[src/eskm_pkg.sv]
`timescale 1ns / 1ps

package eskm_pkg;

    localparam int FUNC_W     = 2;
    localparam int KIDX_W     = 5;
    localparam int POS_W      = 3;
    localparam int KLEN_W     = 3;
    localparam int BYTE_W     = 8;
    localparam int KIND_W     = 2;
    localparam int CFG_IDX_W  = 2;
    localparam int CFG_DATA_W = 8;

    localparam int ENTRY_BYTES = 7;

    localparam logic [FUNC_W-1:0] FUNC_LOAD = 2'd0;
    localparam logic [FUNC_W-1:0] FUNC_BYTE = 2'd1;
    localparam logic [FUNC_W-1:0] FUNC_TICK = 2'd2;

    localparam logic [KIND_W-1:0] KIND_PLAIN   = 2'd0;
    localparam logic [KIND_W-1:0] KIND_SPECIAL = 2'd1;
    localparam logic [KIND_W-1:0] KIND_META    = 2'd2;
    localparam logic [KIND_W-1:0] KIND_ERASE   = 2'd3;

    localparam logic [CFG_IDX_W-1:0] CFG_ERASE_CHAR  = 2'd0;
    localparam logic [CFG_IDX_W-1:0] CFG_META_ENABLE = 2'd1;

    localparam logic [BYTE_W-1:0] ESC_BYTE     = 8'd27;
    localparam logic [BYTE_W-1:0] NEWLINE_BYTE = 8'd10;
    localparam logic [BYTE_W-1:0] ERASE_RESET  = 8'd127;

    typedef struct packed {
        logic              we;
        logic [KIDX_W-1:0] index;
        logic [POS_W-1:0]  pos;
        logic [KLEN_W-1:0] length;
        logic [BYTE_W-1:0] data;
    } t_load_req;

    typedef logic [ENTRY_BYTES-1:0][BYTE_W-1:0] t_entry_chars;

endpackage

[src/eskm_in_if.sv]
`timescale 1ns / 1ps

interface eskm_in_if
    import eskm_pkg::*;
();
    logic              valid;
    logic              ready;
    logic [FUNC_W-1:0] func;
    logic [KIDX_W-1:0] key_index;
    logic [POS_W-1:0]  char_pos;
    logic [KLEN_W-1:0] key_length;
    logic [BYTE_W-1:0] data_byte;

    modport source (
        output valid, func, key_index, char_pos, key_length, data_byte,
        input  ready
    );
    modport sink (
        input  valid, func, key_index, char_pos, key_length, data_byte,
        output ready
    );
endinterface

[src/eskm_out_if.sv]
`timescale 1ns / 1ps

interface eskm_out_if
    import eskm_pkg::*;
();
    logic              valid;
    logic              ready;
    logic [KIND_W-1:0] kind;
    logic [BYTE_W-1:0] value;
    logic              last;

    modport source (
        output valid, kind, value, last,
        input  ready
    );
    modport sink (
        input  valid, kind, value, last,
        output ready
    );
endinterface

[src/eskm_cfg_if.sv]
`timescale 1ns / 1ps

interface eskm_cfg_if
    import eskm_pkg::*;
();
    logic                  valid;
    logic                  ready;
    logic [CFG_IDX_W-1:0]  index;
    logic [CFG_DATA_W-1:0] data;

    modport source (
        output valid, index, data,
        input  ready
    );
    modport sink (
        input  valid, index, data,
        output ready
    );
endinterface

[src/eskm_ram.sv]
`timescale 1ns / 1ps

module eskm_ram #(
    parameter int WIDTH = 8,
    parameter int DEPTH = 32
) (
    input  logic                                        i_clk,
    input  logic                                        i_we,
    input  logic [((DEPTH > 1) ? $clog2(DEPTH) : 1)-1:0] i_waddr,
    input  logic [WIDTH-1:0]                            i_wdata,
    input  logic [((DEPTH > 1) ? $clog2(DEPTH) : 1)-1:0] i_raddr,
    output logic [WIDTH-1:0]                            o_rdata
);

    logic [WIDTH-1:0] r_mem [DEPTH];
    logic [WIDTH-1:0] r_rdata;

    always_ff @(posedge i_clk) begin
        if (i_we) begin
            r_mem[i_waddr] <= i_wdata;
        end
        r_rdata <= r_mem[i_raddr];
    end

    assign o_rdata = r_rdata;

endmodule

[src/eskm_key_table.sv]
`timescale 1ns / 1ps

module eskm_key_table
    import eskm_pkg::*;
#(
    parameter int NUM_ENTRIES = 32
) (
    input  logic                                                    i_clk,
    input  logic                                                    i_rst_n,
    input  t_load_req                                               i_load,
    input  logic [((NUM_ENTRIES > 1) ? $clog2(NUM_ENTRIES) : 1)-1:0] i_rd_addr,
    output t_entry_chars                                            o_rd_chars,
    output logic [KLEN_W-1:0]                                       o_rd_length
);

    localparam int EW = (NUM_ENTRIES > 1) ? $clog2(NUM_ENTRIES) : 1;

    logic              w_in_range;
    logic [EW-1:0]     w_waddr;
    logic [KLEN_W-1:0] r_len [NUM_ENTRIES];
    logic [KLEN_W-1:0] r_rd_len;

    assign w_in_range = i_load.we && (32'(i_load.index) < NUM_ENTRIES);
    assign w_waddr    = EW'(i_load.index);

    for (genvar p = 0; p < ENTRY_BYTES; p++) begin : g_byte
        eskm_ram #(
            .WIDTH (BYTE_W),
            .DEPTH (NUM_ENTRIES)
        ) u_ram (
            .i_clk   (i_clk),
            .i_we    (w_in_range && (32'(i_load.pos) == p)),
            .i_waddr (w_waddr),
            .i_wdata (i_load.data),
            .i_raddr (i_rd_addr),
            .o_rdata (o_rd_chars[p])
        );
    end

    always_ff @(posedge i_clk) begin
        if (!i_rst_n) begin
            for (int e = 0; e < NUM_ENTRIES; e++) begin
                r_len[e] <= '0;
            end
        end else if (w_in_range) begin
            r_len[w_waddr] <= i_load.length;
        end
        r_rd_len <= r_len[i_rd_addr];
    end

    assign o_rd_length = r_rd_len;

endmodule

[src/escape_sequence_key_matcher.sv]
`timescale 1ns / 1ps

// Channel   Direction  Handshake      Payload
// i_in      in         valid/ready    func, key_index, char_pos, key_length, data_byte
// o_out     out        valid/ready    kind, value, last
// i_cfg     in         valid/ready    index, data (ready always high)
//
// A load, an ignored item or a tick with an empty buffer leaves the sequencer idle; a tick
// with bytes buffered flushes them as plain results. A newline or erase byte arriving first
// gives a single result. Any other received byte walks the key table one entry per cycle
// through the registered read port of the table RAMs, stopping early on a full match, and
// then delivers any results.
// Reset is synchronous and active low; it clears the entry lengths, buffer count and
// output valid and restores the configuration defaults. A stalled output holds the
// sequencer only when a new result is ready; the next item is accepted while the last
// result waits.

module escape_sequence_key_matcher
    import eskm_pkg::*;
#(
    parameter int NUM_ENTRIES = 32,
    parameter int MAX_SEQ     = 7
) (
    input  logic          i_clk,
    input  logic          i_rst_n,
    eskm_in_if.sink       i_in,
    eskm_out_if.source    o_out,
    eskm_cfg_if.sink      i_cfg
);

    localparam int EW = (NUM_ENTRIES > 1) ? $clog2(NUM_ENTRIES) : 1;
    localparam int CW = $clog2(MAX_SEQ + 1);
    localparam int BW = $clog2(MAX_SEQ);
    localparam logic [EW-1:0] LAST_ENTRY = EW'(NUM_ENTRIES - 1);
    localparam logic [CW-1:0] SEQ_FULL   = CW'(MAX_SEQ);

    typedef enum logic [3:0] {
        S_IDLE  = 4'b0001,
        S_SCAN  = 4'b0010,
        S_EMIT  = 4'b0100,
        S_FLUSH = 4'b1000
    } t_state;

    t_state            r_state, n_state;
    logic [CW-1:0]     r_count, n_count;
    logic [BYTE_W-1:0] r_buf [MAX_SEQ];
    logic [BYTE_W-1:0] n_buf [MAX_SEQ];
    logic [BYTE_W-1:0] r_erase, n_erase;
    logic              r_meta, n_meta;
    logic [EW-1:0]     r_entry, n_entry;
    logic              r_issue, n_issue;
    logic              r_cmp_valid, n_cmp_valid;
    logic [EW-1:0]     r_cmp_entry, n_cmp_entry;
    logic              r_matched, n_matched;
    logic [KIND_W-1:0] r_res_kind, n_res_kind;
    logic [BYTE_W-1:0] r_res_value, n_res_value;
    logic [BW-1:0]     r_fidx, n_fidx;
    logic              r_ov, n_ov;
    logic [KIND_W-1:0] r_okind, n_okind;
    logic [BYTE_W-1:0] r_oval, n_oval;
    logic              r_olast, n_olast;

    t_load_req         w_load;
    t_entry_chars      w_chars;
    logic [KLEN_W-1:0] w_length;
    logic [BYTE_W-1:0] w_pad [ENTRY_BYTES];
    logic              w_in_acc;
    logic              w_out_free;
    logic [CW-1:0]     w_eff;
    logic              w_eq;
    logic              w_pm;
    logic              w_full;
    logic              w_any;
    logic              w_flush_last;

    for (genvar p = 0; p < ENTRY_BYTES; p++) begin : g_pad
        if (p < MAX_SEQ) begin : g_buf
            assign w_pad[p] = r_buf[p];
        end else begin : g_zero
            assign w_pad[p] = '0;
        end
    end

    assign w_in_acc   = i_in.valid && i_in.ready;
    assign w_out_free = !r_ov || o_out.ready;

    assign w_load.we     = w_in_acc && (i_in.func == FUNC_LOAD);
    assign w_load.index  = i_in.key_index;
    assign w_load.pos    = i_in.char_pos;
    assign w_load.length = i_in.key_length;
    assign w_load.data   = i_in.data_byte;

    eskm_key_table #(
        .NUM_ENTRIES (NUM_ENTRIES)
    ) u_table (
        .i_clk       (i_clk),
        .i_rst_n     (i_rst_n),
        .i_load      (w_load),
        .i_rd_addr   (r_entry),
        .o_rd_chars  (w_chars),
        .o_rd_length (w_length)
    );

    always_comb begin
        w_eq = 1'b1;
        for (int p = 0; p < ENTRY_BYTES; p++) begin
            if ((32'(r_count) > p) && (w_chars[p] != w_pad[p])) begin
                w_eq = 1'b0;
            end
        end
        w_pm   = (32'(w_length) >= 32'(r_count)) && w_eq;
        w_full = w_pm && (32'(w_length) == 32'(r_count));
        w_any  = r_matched || w_pm;
    end

    assign w_eff        = (r_count >= SEQ_FULL) ? '0 : r_count;
    assign w_flush_last = (CW'(r_fidx) + CW'(1)) == r_count;

    always_comb begin
        n_state     = r_state;
        n_count     = r_count;
        n_buf       = r_buf;
        n_erase     = r_erase;
        n_meta      = r_meta;
        n_entry     = r_entry;
        n_issue     = r_issue;
        n_cmp_valid = r_cmp_valid;
        n_cmp_entry = r_cmp_entry;
        n_matched   = r_matched;
        n_res_kind  = r_res_kind;
        n_res_value = r_res_value;
        n_fidx      = r_fidx;
        n_ov        = r_ov && !o_out.ready;
        n_okind     = r_okind;
        n_oval      = r_oval;
        n_olast     = r_olast;

        if (i_cfg.valid) begin
            case (i_cfg.index)
                CFG_ERASE_CHAR:  n_erase = i_cfg.data[BYTE_W-1:0];
                CFG_META_ENABLE: n_meta  = i_cfg.data[0];
                default:         ;
            endcase
        end

        case (r_state)
            S_IDLE: begin
                if (w_in_acc) begin
                    case (i_in.func)
                        FUNC_BYTE: begin
                            if ((w_eff == '0) && (i_in.data_byte == NEWLINE_BYTE)) begin
                                n_count     = '0;
                                n_res_kind  = KIND_PLAIN;
                                n_res_value = i_in.data_byte;
                                n_state     = S_EMIT;
                            end else if ((w_eff == '0) && (i_in.data_byte == r_erase)) begin
                                n_count     = '0;
                                n_res_kind  = KIND_ERASE;
                                n_res_value = i_in.data_byte;
                                n_state     = S_EMIT;
                            end else begin
                                n_buf[w_eff[BW-1:0]] = i_in.data_byte;
                                n_count     = w_eff + CW'(1);
                                n_entry     = '0;
                                n_issue     = 1'b1;
                                n_cmp_valid = 1'b0;
                                n_matched   = 1'b0;
                                n_state     = S_SCAN;
                            end
                        end
                        FUNC_TICK: begin
                            if (r_count != '0) begin
                                n_fidx  = '0;
                                n_state = S_FLUSH;
                            end
                        end
                        default: ;
                    endcase
                end
            end
            S_SCAN: begin
                n_cmp_valid = r_issue;
                n_cmp_entry = r_entry;
                if (r_issue) begin
                    if (r_entry == LAST_ENTRY) begin
                        n_issue = 1'b0;
                    end else begin
                        n_entry = r_entry + EW'(1);
                    end
                end
                if (r_cmp_valid) begin
                    n_matched = w_any;
                    if (w_full) begin
                        n_count     = '0;
                        n_res_kind  = KIND_SPECIAL;
                        n_res_value = BYTE_W'(r_cmp_entry);
                        n_issue     = 1'b0;
                        n_cmp_valid = 1'b0;
                        n_state     = S_EMIT;
                    end else if (r_cmp_entry == LAST_ENTRY) begin
                        n_cmp_valid = 1'b0;
                        if (r_meta && !w_any && (r_count == CW'(2))
                                && (r_buf[0] == ESC_BYTE)) begin
                            n_count     = '0;
                            n_res_kind  = KIND_META;
                            n_res_value = r_buf[1];
                            n_state     = S_EMIT;
                        end else if (!w_any || (r_count >= SEQ_FULL)) begin
                            n_fidx  = '0;
                            n_state = S_FLUSH;
                        end else begin
                            n_state = S_IDLE;
                        end
                    end
                end
            end
            S_EMIT: begin
                if (w_out_free) begin
                    n_ov    = 1'b1;
                    n_okind = r_res_kind;
                    n_oval  = r_res_value;
                    n_olast = 1'b1;
                    n_state = S_IDLE;
                end
            end
            S_FLUSH: begin
                if (w_out_free) begin
                    n_ov    = 1'b1;
                    n_okind = KIND_PLAIN;
                    n_oval  = r_buf[r_fidx];
                    n_olast = w_flush_last;
                    if (w_flush_last) begin
                        n_count = '0;
                        n_state = S_IDLE;
                    end else begin
                        n_fidx = r_fidx + BW'(1);
                    end
                end
            end
            default: begin
                n_state = S_IDLE;
            end
        endcase
    end

    always_ff @(posedge i_clk) begin
        if (!i_rst_n) begin
            r_state     <= S_IDLE;
            r_count     <= '0;
            r_erase     <= ERASE_RESET;
            r_meta      <= 1'b1;
            r_issue     <= 1'b0;
            r_cmp_valid <= 1'b0;
            r_matched   <= 1'b0;
            r_entry     <= '0;
            r_ov        <= 1'b0;
        end else begin
            r_state     <= n_state;
            r_count     <= n_count;
            r_erase     <= n_erase;
            r_meta      <= n_meta;
            r_issue     <= n_issue;
            r_cmp_valid <= n_cmp_valid;
            r_matched   <= n_matched;
            r_entry     <= n_entry;
            r_ov        <= n_ov;
        end
        r_buf       <= n_buf;
        r_cmp_entry <= n_cmp_entry;
        r_res_kind  <= n_res_kind;
        r_res_value <= n_res_value;
        r_fidx      <= n_fidx;
        r_okind     <= n_okind;
        r_oval      <= n_oval;
        r_olast     <= n_olast;
    end

    assign i_in.ready  = (r_state == S_IDLE);
    assign i_cfg.ready = 1'b1;
    assign o_out.valid = r_ov;
    assign o_out.kind  = r_okind;
    assign o_out.value = r_oval;
    assign o_out.last  = r_olast;

endmodule
[src/flat_wrapper.sv]
// flat-port wrapper written by rule: the top's interface ports become plain ports
module escape_sequence_key_matcher_flat import eskm_pkg::*;
#(
    parameter int NUM_ENTRIES = 32,
    parameter int MAX_SEQ     = 7
)
  (i_clk, i_rst_n, i_in_valid, i_in_func, i_in_key_index, i_in_char_pos, i_in_key_length, i_in_data_byte, i_in_ready, o_out_valid, o_out_kind, o_out_value, o_out_last, o_out_ready, i_cfg_valid, i_cfg_index, i_cfg_data, i_cfg_ready);
  eskm_in_if i_in_i ();
  eskm_out_if o_out_i ();
  eskm_cfg_if i_cfg_i ();
  input  logic i_clk;
  input  logic i_rst_n;
  input wire logic [$bits(i_in_i.valid)-1:0] i_in_valid;
  input wire logic [$bits(i_in_i.func)-1:0] i_in_func;
  input wire logic [$bits(i_in_i.key_index)-1:0] i_in_key_index;
  input wire logic [$bits(i_in_i.char_pos)-1:0] i_in_char_pos;
  input wire logic [$bits(i_in_i.key_length)-1:0] i_in_key_length;
  input wire logic [$bits(i_in_i.data_byte)-1:0] i_in_data_byte;
  output wire logic [$bits(i_in_i.ready)-1:0] i_in_ready;
  output wire logic [$bits(o_out_i.valid)-1:0] o_out_valid;
  output wire logic [$bits(o_out_i.kind)-1:0] o_out_kind;
  output wire logic [$bits(o_out_i.value)-1:0] o_out_value;
  output wire logic [$bits(o_out_i.last)-1:0] o_out_last;
  input wire logic [$bits(o_out_i.ready)-1:0] o_out_ready;
  input wire logic [$bits(i_cfg_i.valid)-1:0] i_cfg_valid;
  input wire logic [$bits(i_cfg_i.index)-1:0] i_cfg_index;
  input wire logic [$bits(i_cfg_i.data)-1:0] i_cfg_data;
  output wire logic [$bits(i_cfg_i.ready)-1:0] i_cfg_ready;
  assign i_in_i.valid = i_in_valid;
  assign i_in_i.func = i_in_func;
  assign i_in_i.key_index = i_in_key_index;
  assign i_in_i.char_pos = i_in_char_pos;
  assign i_in_i.key_length = i_in_key_length;
  assign i_in_i.data_byte = i_in_data_byte;
  assign i_in_ready = i_in_i.ready;
  assign o_out_valid = o_out_i.valid;
  assign o_out_kind = o_out_i.kind;
  assign o_out_value = o_out_i.value;
  assign o_out_last = o_out_i.last;
  assign o_out_i.ready = o_out_ready;
  assign i_cfg_i.valid = i_cfg_valid;
  assign i_cfg_i.index = i_cfg_index;
  assign i_cfg_i.data = i_cfg_data;
  assign i_cfg_ready = i_cfg_i.ready;
  escape_sequence_key_matcher #(.NUM_ENTRIES(NUM_ENTRIES), .MAX_SEQ(MAX_SEQ)) u_core (.i_clk(i_clk), .i_rst_n(i_rst_n), .i_in(i_in_i), .o_out(o_out_i), .i_cfg(i_cfg_i));
endmodule
[config.mk]
export PLATFORM = sky130hd
export DESIGN_NAME = escape_sequence_key_matcher_flat
export DESIGN_NICKNAME = d
export VERILOG_FILES = /design/src/eskm_pkg.sv /design/src/eskm_in_if.sv /design/src/eskm_out_if.sv /design/src/eskm_cfg_if.sv /design/src/eskm_ram.sv /design/src/eskm_key_table.sv /design/src/escape_sequence_key_matcher.sv /design/src/flat_wrapper.sv
export SDC_FILE = /design/constraint.sdc
export NUM_CORES = 2
export LEC_CHECK = 0
export ABC_AREA = 0
export BUFFER_PORTS_ARGS = -buffer_cell sky130_fd_sc_hd__buf_2
export CAP_MARGIN = 20
export CELL_PAD_IN_SITES_DETAIL_PLACEMENT = 0
export CELL_PAD_IN_SITES_GLOBAL_PLACEMENT = 2
export CORE_AREA = 2 2 400 402
export CTS_CLUSTER_DIAMETER = 200
export DETAILED_ROUTE_END_ITERATION = 10
export DIE_AREA = 0 0 402 404
export PLACE_DENSITY_LB_ADDON = 0.1
export SETUP_SLACK_MARGIN = 0.15
export SLEW_MARGIN = 20
export SYNTH_ARGS = -nofsm -noshare
export SYNTH_HDL_FRONTEND = slang
export SYNTH_SLANG_ARGS = --single-unit
export TNS_END_PERCENT = 1
[constraint.sdc]
create_clock -name i_clk -period 3.5 [get_ports i_clk]
set_input_delay 0.525 -clock i_clk [delete_from_list [all_inputs] [get_ports i_clk]]
set_output_delay 0.525 -clock i_clk [all_outputs]
set_load 0.005 [all_outputs]
# Word-level counts from Yosys, hierarchy flattened

Memories as Yosys holds them, arrays and structs flattened. A register that Yosys moved wholly into a read port is not among the register bits.
Cells that the tools add are included.

Register bits: 110
Bits in writable memories: 1888
Output and inout bits: 14
Logic and storage cells: 278
Memories kept: 8

Add/sub/neg operators: 3
$lt $le $gt $ge: 12
Equal/unequal tests: 50
Mux-type cells: 126
Bitwise logic cells: 4
Reductions and logical operators: 52

Memory list:

| name                                 | words | width | rd ports | clocked after memory_dff | write ports | line           | text |
|---|---|---|---|---|---|---|---|
| u_core.u_table.g_byte[0].u_ram.r_mem | 32    | 8     | 1        | 1                        | 1           | eskm_ram.sv:15 | `logic [WIDTH-1:0] r_mem [DEPTH];` |
| u_core.u_table.g_byte[1].u_ram.r_mem | 32    | 8     | 1        | 1                        | 1           | eskm_ram.sv:15 |  |
| u_core.u_table.g_byte[2].u_ram.r_mem | 32    | 8     | 1        | 1                        | 1           | eskm_ram.sv:15 |  |
| u_core.u_table.g_byte[3].u_ram.r_mem | 32    | 8     | 1        | 1                        | 1           | eskm_ram.sv:15 |  |
| u_core.u_table.g_byte[4].u_ram.r_mem | 32    | 8     | 1        | 1                        | 1           | eskm_ram.sv:15 |  |
| u_core.u_table.g_byte[5].u_ram.r_mem | 32    | 8     | 1        | 1                        | 1           | eskm_ram.sv:15 |  |
| +2 memories                          | --    | --    | --       | --                       | --          | --             |  |

Operators by type and width:

| cell                                           | count |
|---|---|
| 2-to-1 mux 8 bit                               | 13 |
| 2-to-1 mux 3 bit                               | 23 |
| bitwise mux 56 bit                             | 1 |
| != test 8 bit                                  | 7 |
| 2-to-1 mux 1 bit                               | 46 |
| 2-to-1 mux 4 bit                               | 11 |
| 2-to-1 mux 5 bit                               | 7 |
| case mux 8 bit (2 select lines)                | 2 |
| logical AND 1 bit                              | 25 |
| binary-select mux 8 bit (select 3 bit)         | 1 |
| demux 8 bit (select 3 bit)                     | 1 |
| 2-to-1 mux 2 bit                               | 10 |
| != test 2 bit (second input constant)          | 10 |
| case mux 3 bit (3 select lines)                | 2 |
| case mux 4 bit (4 select lines)                | 1 |
| AND reduction 8 bit                            | 2 |
| != test 2 x 1 -> 1 bit (second input constant) | 7 |
| AND reduction 7 bit                            | 2 |
| AND reduction 11 bit                           | 1 |
| == test 5 bit (second input constant)          | 2 |
| case mux 5 bit (2 select lines)                | 1 |
| AND reduction 5 bit                            | 2 |
| == test 3 x 2 -> 1 bit (second input constant) | 3 |
| == test 3 bit (second input constant)          | 3 |
| other kinds (38)                               | 64 |

# Depth between registers and ports, before layout

Depth in word-level cells: 20
Mapped depth: 10
Mapped depth without buffers: 10

# Modules after synthesis

A second synthesis with hierarchy kept.

Cells, all modules: 3779
Area total of the unflattened synthesis: 81070.3 um^2

By module, submodules not included:

| module                      | instances | cells each | area an instance (um^2) | sequential area each (um^2) |
|---|---|---|---|---|
| eskm_ram                    | 7         | 417        | 10053.4                 | 7847.5 |
| escape_sequence_key_matcher | 1         | 515        | 5888.1                  | 3052.9 |
| eskm_key_table              | 1         | 345        | 4808.4                  | 2942.8 |

# Least setup slack after synthesis

No wires, ideal clock.

Path kind: register to register
Start: register u_core.r_count[1]
End: register u_core.r_res_kind[0] (enable)
Setup time: 0.393 ns
Arrival time: 2.610 ns
Data required time: 3.107 ns
Slack: 0.496 ns
Cell stages (with the launch flop): 10
Period minus slack after synthesis: 3.004 ns
Cell sequence: dfxtp_1 > buf_2 > inv_1 > ha_1 > nand2b_1 > a41o_1 > a31oi_2 > o31a_1 > nand3_1 > a211oi_1

Cells in the longest elaborated chain, start to end: 17
Elaborated cells on any way between the ends: 40

Ends and longest elaborated chain:

| item                                     | line                               | text |
|---|---|---|
| start: declaration                       | escape_sequence_key_matcher.sv:45  | `logic [CW-1:0] r_count, n_count;` |
| start signal: assignment                 | escape_sequence_key_matcher.sv:259 | `r_count <= n_count;` |
| > comparator 3 x 1 -> 1 bit              | escape_sequence_key_matcher.sv:107 | `if ((32'(r_count) > p) && (w_chars[p] != w_pad[p])) begin` |
| logical AND 1 bit                        | escape_sequence_key_matcher.sv:107 |  |
| 2-to-1 mux 1 bit (7 in a row)            | escape_sequence_key_matcher.sv:107 |  |
| logical AND 1 bit                        | escape_sequence_key_matcher.sv:111 | `w_pm = (32'(w_length) >= 32'(r_count)) && w_eq;` |
| logical OR 1 bit                         | escape_sequence_key_matcher.sv:113 | `w_any = r_matched \|\| w_pm;` |
| logical NOT 1 bit                        | escape_sequence_key_matcher.sv:202 | `if (r_meta && !w_any && (r_count == CW'(2))` |
| logical AND 1 bit (2 in a row)           | escape_sequence_key_matcher.sv:202 |  |
| logical AND 1 bit                        | escape_sequence_key_matcher.sv:203 | `&& (r_buf[0] == ESC_BYTE)) begin` |
| != test 3 x 1 -> 1 bit (no source line)  | --                                 |  |
| AND reduction 7 bit (no source line) (*) | --                                 |  |
| end signal: assignment                   | escape_sequence_key_matcher.sv:270 | `r_res_kind <= n_res_kind;` |
| end: declaration                         | escape_sequence_key_matcher.sv:55  | `logic [KIND_W-1:0] r_res_kind, n_res_kind;` |

Every way passes the cells marked *; elsewhere a longest branch is shown, timed or not.
A chain may end at the register's enable or synchronous reset.

# Worst setup path in the final report

Start: register u_core.r_count[1]
End: register u_core.r_buf[46] (netlist name) (enable)

Cells in the longest elaborated chain, start to end: 6
Elaborated cells on any way between the ends: 8

Ends and longest elaborated chain:

| item                                        | line                                                                   | text |
|---|---|---|
| greater-or-equal comparator 3 bit           | escape_sequence_key_matcher.sv:116                                     | `assign w_eff = (r_count >= SEQ_FULL) ? '0 : r_count;` |
| 2-to-1 mux 3 bit (*)                        | escape_sequence_key_matcher.sv:116                                     |  |
| logical NOT 3 bit (*)                       | escape_sequence_key_matcher.sv:151, escape_sequence_key_matcher.sv:156 |  |
| logical AND 1 bit, on equally long branches | escape_sequence_key_matcher.sv:151, escape_sequence_key_matcher.sv:156 |  |
| NOT 1 bit (no source line)                  | --                                                                     |  |
| AND reduction 5 bit (no source line) (*)    | --                                                                     |  |
| end signal: assignment                      | escape_sequence_key_matcher.sv:268                                     | `r_buf <= n_buf;` |
| end: declaration                            | escape_sequence_key_matcher.sv:46                                      | `logic [BYTE_W-1:0] r_buf [MAX_SEQ];` |

Marks and branches as above.

==> results.json <==
{
  "syn_nets": 3782,
  "track_usage_pct": 25.9,
  "ctsResizeCount": 0,
  "path_max_fanout": 11,
  "cp-end-kind": "flip-flop",
  "hold_start": "i_cfg_valid",
  "hold-worst-slack_ns": 0.0816,
  "yosysMostFrequentCell": "edfxtp_1",
  "clock-sinks": 2057,
  "fin_crit_ns": 3.14,
  "route.detailed.wl_per_inst_um": 32.7,
  "start_util_pct": 50.8,
  "crit_chain": "ha_1, a21oi_1, mux2i_1, buf_4, and3_1, a31oi_1, buf_4, nand3_1, buf_4, nor3_1, buf_4",
  "synth_edf_count": 1973,
  "drt-total-wl_mm": 209,
  "drv_slew": 0,
  "dp_hpwl_mm": 132,
  "grt_pass1_vias": 39600,
  "synthTopCellsByCount": "1973 x edfxtp_1, 598 x mux4_2, 349 x nor2_1",
  "gp_congestion": 0.895,
  "drtIter0Drc": 4810,
  "period_share_pct": 89.6,
  "run_status": "finished clean",
  "ant_nets": 0,
  "grt-ovfl-total": 0,
  "whs_path_depth": 4,
  "drtPass1Iterations": 6,
  "area_growth_pct": 15.1,
  "grt_antenna_before_repair": 11,
  "core_mm2": 0.158,
  "max_stage_delay_ns": 0.60,
  "fmax_mhz": 319,
  "ios": 50,
  "avgViaCountPerCell": 6.15,
  "fin_setup_tns_ns": 0,
  "cp.arrival_ns": 3.67,
  "die_w_um": 402,
  "cts_tree": "yes",
  "ir_drop_v": 0.000547,
  "yosysTopAreaCellShare_pct": 73.9,
  "die_area_mm2": 0.162,
  "reg2reg_slack_ns": 0.36,
  "syn_inst": 3733,
  "synth_area_leader_cell": "edfxtp_1",
  "reg2reg_to": "u_core.r_buf[46]",
  "ys_seq_area_share_pct": 76.0,
  "max_slew_margin_pct": 22.0,
  "drc": 0,
  "async_flop_share_pct": 0,
  "cp_common_cell": "buf_4",
  "drive_gt1_share_pct": 32.2,
  "clock_skew_ns": 0.0290,
  "clock_latency_ns": 0.84,
  "yosys-top-cells-area": "edfxtp_1 74%, mux4_2 17%, dfxtp_1 2.1%",
  "synth_seq_cells": 2057,
  "setup_viol": 0,
  "clkTransAtPathRegs_ns": 0.06,
  "grt_max_degree": 206,
  "drv_cap": 0,
  "syn_area_mm2": 0.0802,
  "hold_end": "u_core.r_meta",
  "grt_pass1_wl_mm": 296,
  "cts_max_level": 4,
  "reg2regPathDepth": 11,
  "leakage_nw": 28.4,
  "rows": 146,
  "total_power_mw": 50.8,
  "die_y_um": 404,
  "yosysWarnings": 0,
  "worstPathRequired_ns": 4.04,
  "avgSynthCellArea_um2": 21.5,
  "cts.root.buffer_cell": "clkbuf_16",
  "slowest_stage": "nor3_1",
  "worst_pin_slew_ns": 1.17,
  "hold_path_class": "in -> reg",
  "vias": 39300,
  "rr_startpoint": "u_core.r_count[1]",
  "clk_path_buf_depth": 3,
  "cts_made_buffers": 206,
  "synthFlopType": "edfxtp_1",
  "rsz0062_at_grt": "no",
  "synth_cell_types": 58,
  "final-hold-violation-count": 0,
  "path_class": "reg -> reg",
  "finalNetCount": 4184,
  "p_per_area_mw_per_mm2": 550,
  "worstSetupStartpointType": "flip-flop",
  "port_buffers": 48
}
-- per-stage QoR --
stage	setup slack, ns	cells	area [µm²]	util (%)
3_3_place_gp	0.250	5987	85300	54.1
4_1_cts	0.357	6375	92200	58.4
2_1_floorplan	0.496	3733	80200	-
5_1_grt	0.156	6380	92200	58.4
3_5_place_dp	0.223	5987	85300	54.1
6_report	0.364	6388	92300	58.5
-- layout by cell type, fill, tap and decap left out, drive strengths merged, types with 4 or more instances in the layout --
cell type / n
edfxtp: 1973
mux4: 598
buf: 412
nor2: 349
clkbuf: 280
nand2: 103
dfxtp: 84
clkinv: 69
o21ai: 62
mux2: 59
xnor2: 53
nand3: 25
mux2i: 19
clkinvlp: 19
nand4: 18
bufinv: 18
xor2: 17
a21oi: 14
inv: 14
ha: 13
nor2b: 10
nor3: 10
diode: 9
dlygate4sd3: 8
nor4: 7
and3: 7
a31oi: 7
nand3b: 6
and2: 5
nor3b: 5
nand2b: 4
o211ai: 4
o22ai: 4
a211oi: 4
-- registers in the layout (all words and copies together) (netlist names) --
signal                               cells
u_core.u_table.g_byte.u_ram.r_mem     1792
u_core.u_table.r_len                    96
u_core.r_buf                            56
u_core.u_table.g_byte.u_ram.o_rdata     56
u_core.o_out.value                       8
u_core.r_erase                           8
u_core.r_res_value                       8
u_core.r_cmp_entry                       5
u_core.r_entry                           5
u_core.r_state                           4
u_core.r_count                           3
u_core.r_fidx                            3
u_core.u_table.o_rd_length               3
u_core.o_out.kind                        2
u_core.r_res_kind                        2
u_core.o_out.last                        1
u_core.o_out.valid                       1
u_core.r_cmp_valid                       1
u_core.r_issue                           1
u_core.r_matched                         1
u_core.r_meta                            1
-- worst max-delay path, delay by kind of cell (launching register included) --
family	cells	cell delay, ns
compound gates	2	0.32
simple gates	3	0.89
buf+inv	4	0.82
mux	1	0.08
fa+ha+maj	1	0.31
flops	1	0.43
-- routing by layer --
layer	GRT usage [%]	share of wire, %	up-vias
met5	0	0	-
met4	6.89	2.3	0
met3	5.07	8.1	275
met2	39.4	46	1699
met1	38.9	43	21200
li1	-	-	16200
-- worst max path at each step --
stage | endpoint | startpoint | slack, ns
after floorplan | u_core.r_res_kind[0] | u_core.r_count[1] | 0.50
after global placement | u_core.u_table.g_byte[2].u_ram.r_mem[22][5] | i_in_key_index[1] | 0.25
after detailed placement | u_core.u_table.g_byte[4].u_ram.r_mem[29][6] | i_in_key_index[0] | 0.22
after CTS | u_core.r_res_value[5] | u_core.r_buf[42] | 0.36
after global routing | u_core.r_buf[41] | u_core.r_count[1] | 0.16
final | u_core.r_buf[46] | u_core.r_count[1] | 0.36
-- layout make-up --
cell class / instances / area [µm²]
antenna: 9 / 22.5
clock buffer: 272 / 5600
clock inverter: 108 / 1200
fill: 11400 / 65600
inverter: 12 / 45.0
multi-input combinational: 1430 / 18100
sequential: 2057 / 60900
tap: 2072 / 2590
timing repair buffer: 428 / 3720
-- cells by family after synthesis --
logic type / synth area share, %
flops: 76.0
mux: 17.9
simple gates: 2.93
buf+inv: 1.40
compound gates: 0.835
xor+xnor: 0.765
fa+ha+maj: 0.203
other cells: 0.00468
-- repair_timing --
item,4_1_cts,5_1_grt
hold buffers,8,0
setup buffers,0,4
hold endpoints to repair,9,0
endpoints found under the setup margin,0,11
-- power by group --
| group | switching, mW | total, mW | leakage (nW) | internal (mW) |
|---|---|---|---|---|
| registers | 0.110 | 27.2 | 18.6 | 27.1 |
| clock network | 9.27 | 21.9 | 3.25 | 12.6 |
| logic | 1.19 | 1.69 | 6.60 | 0.506 |
Note: power is estimated with default switching activity, not from simulation.
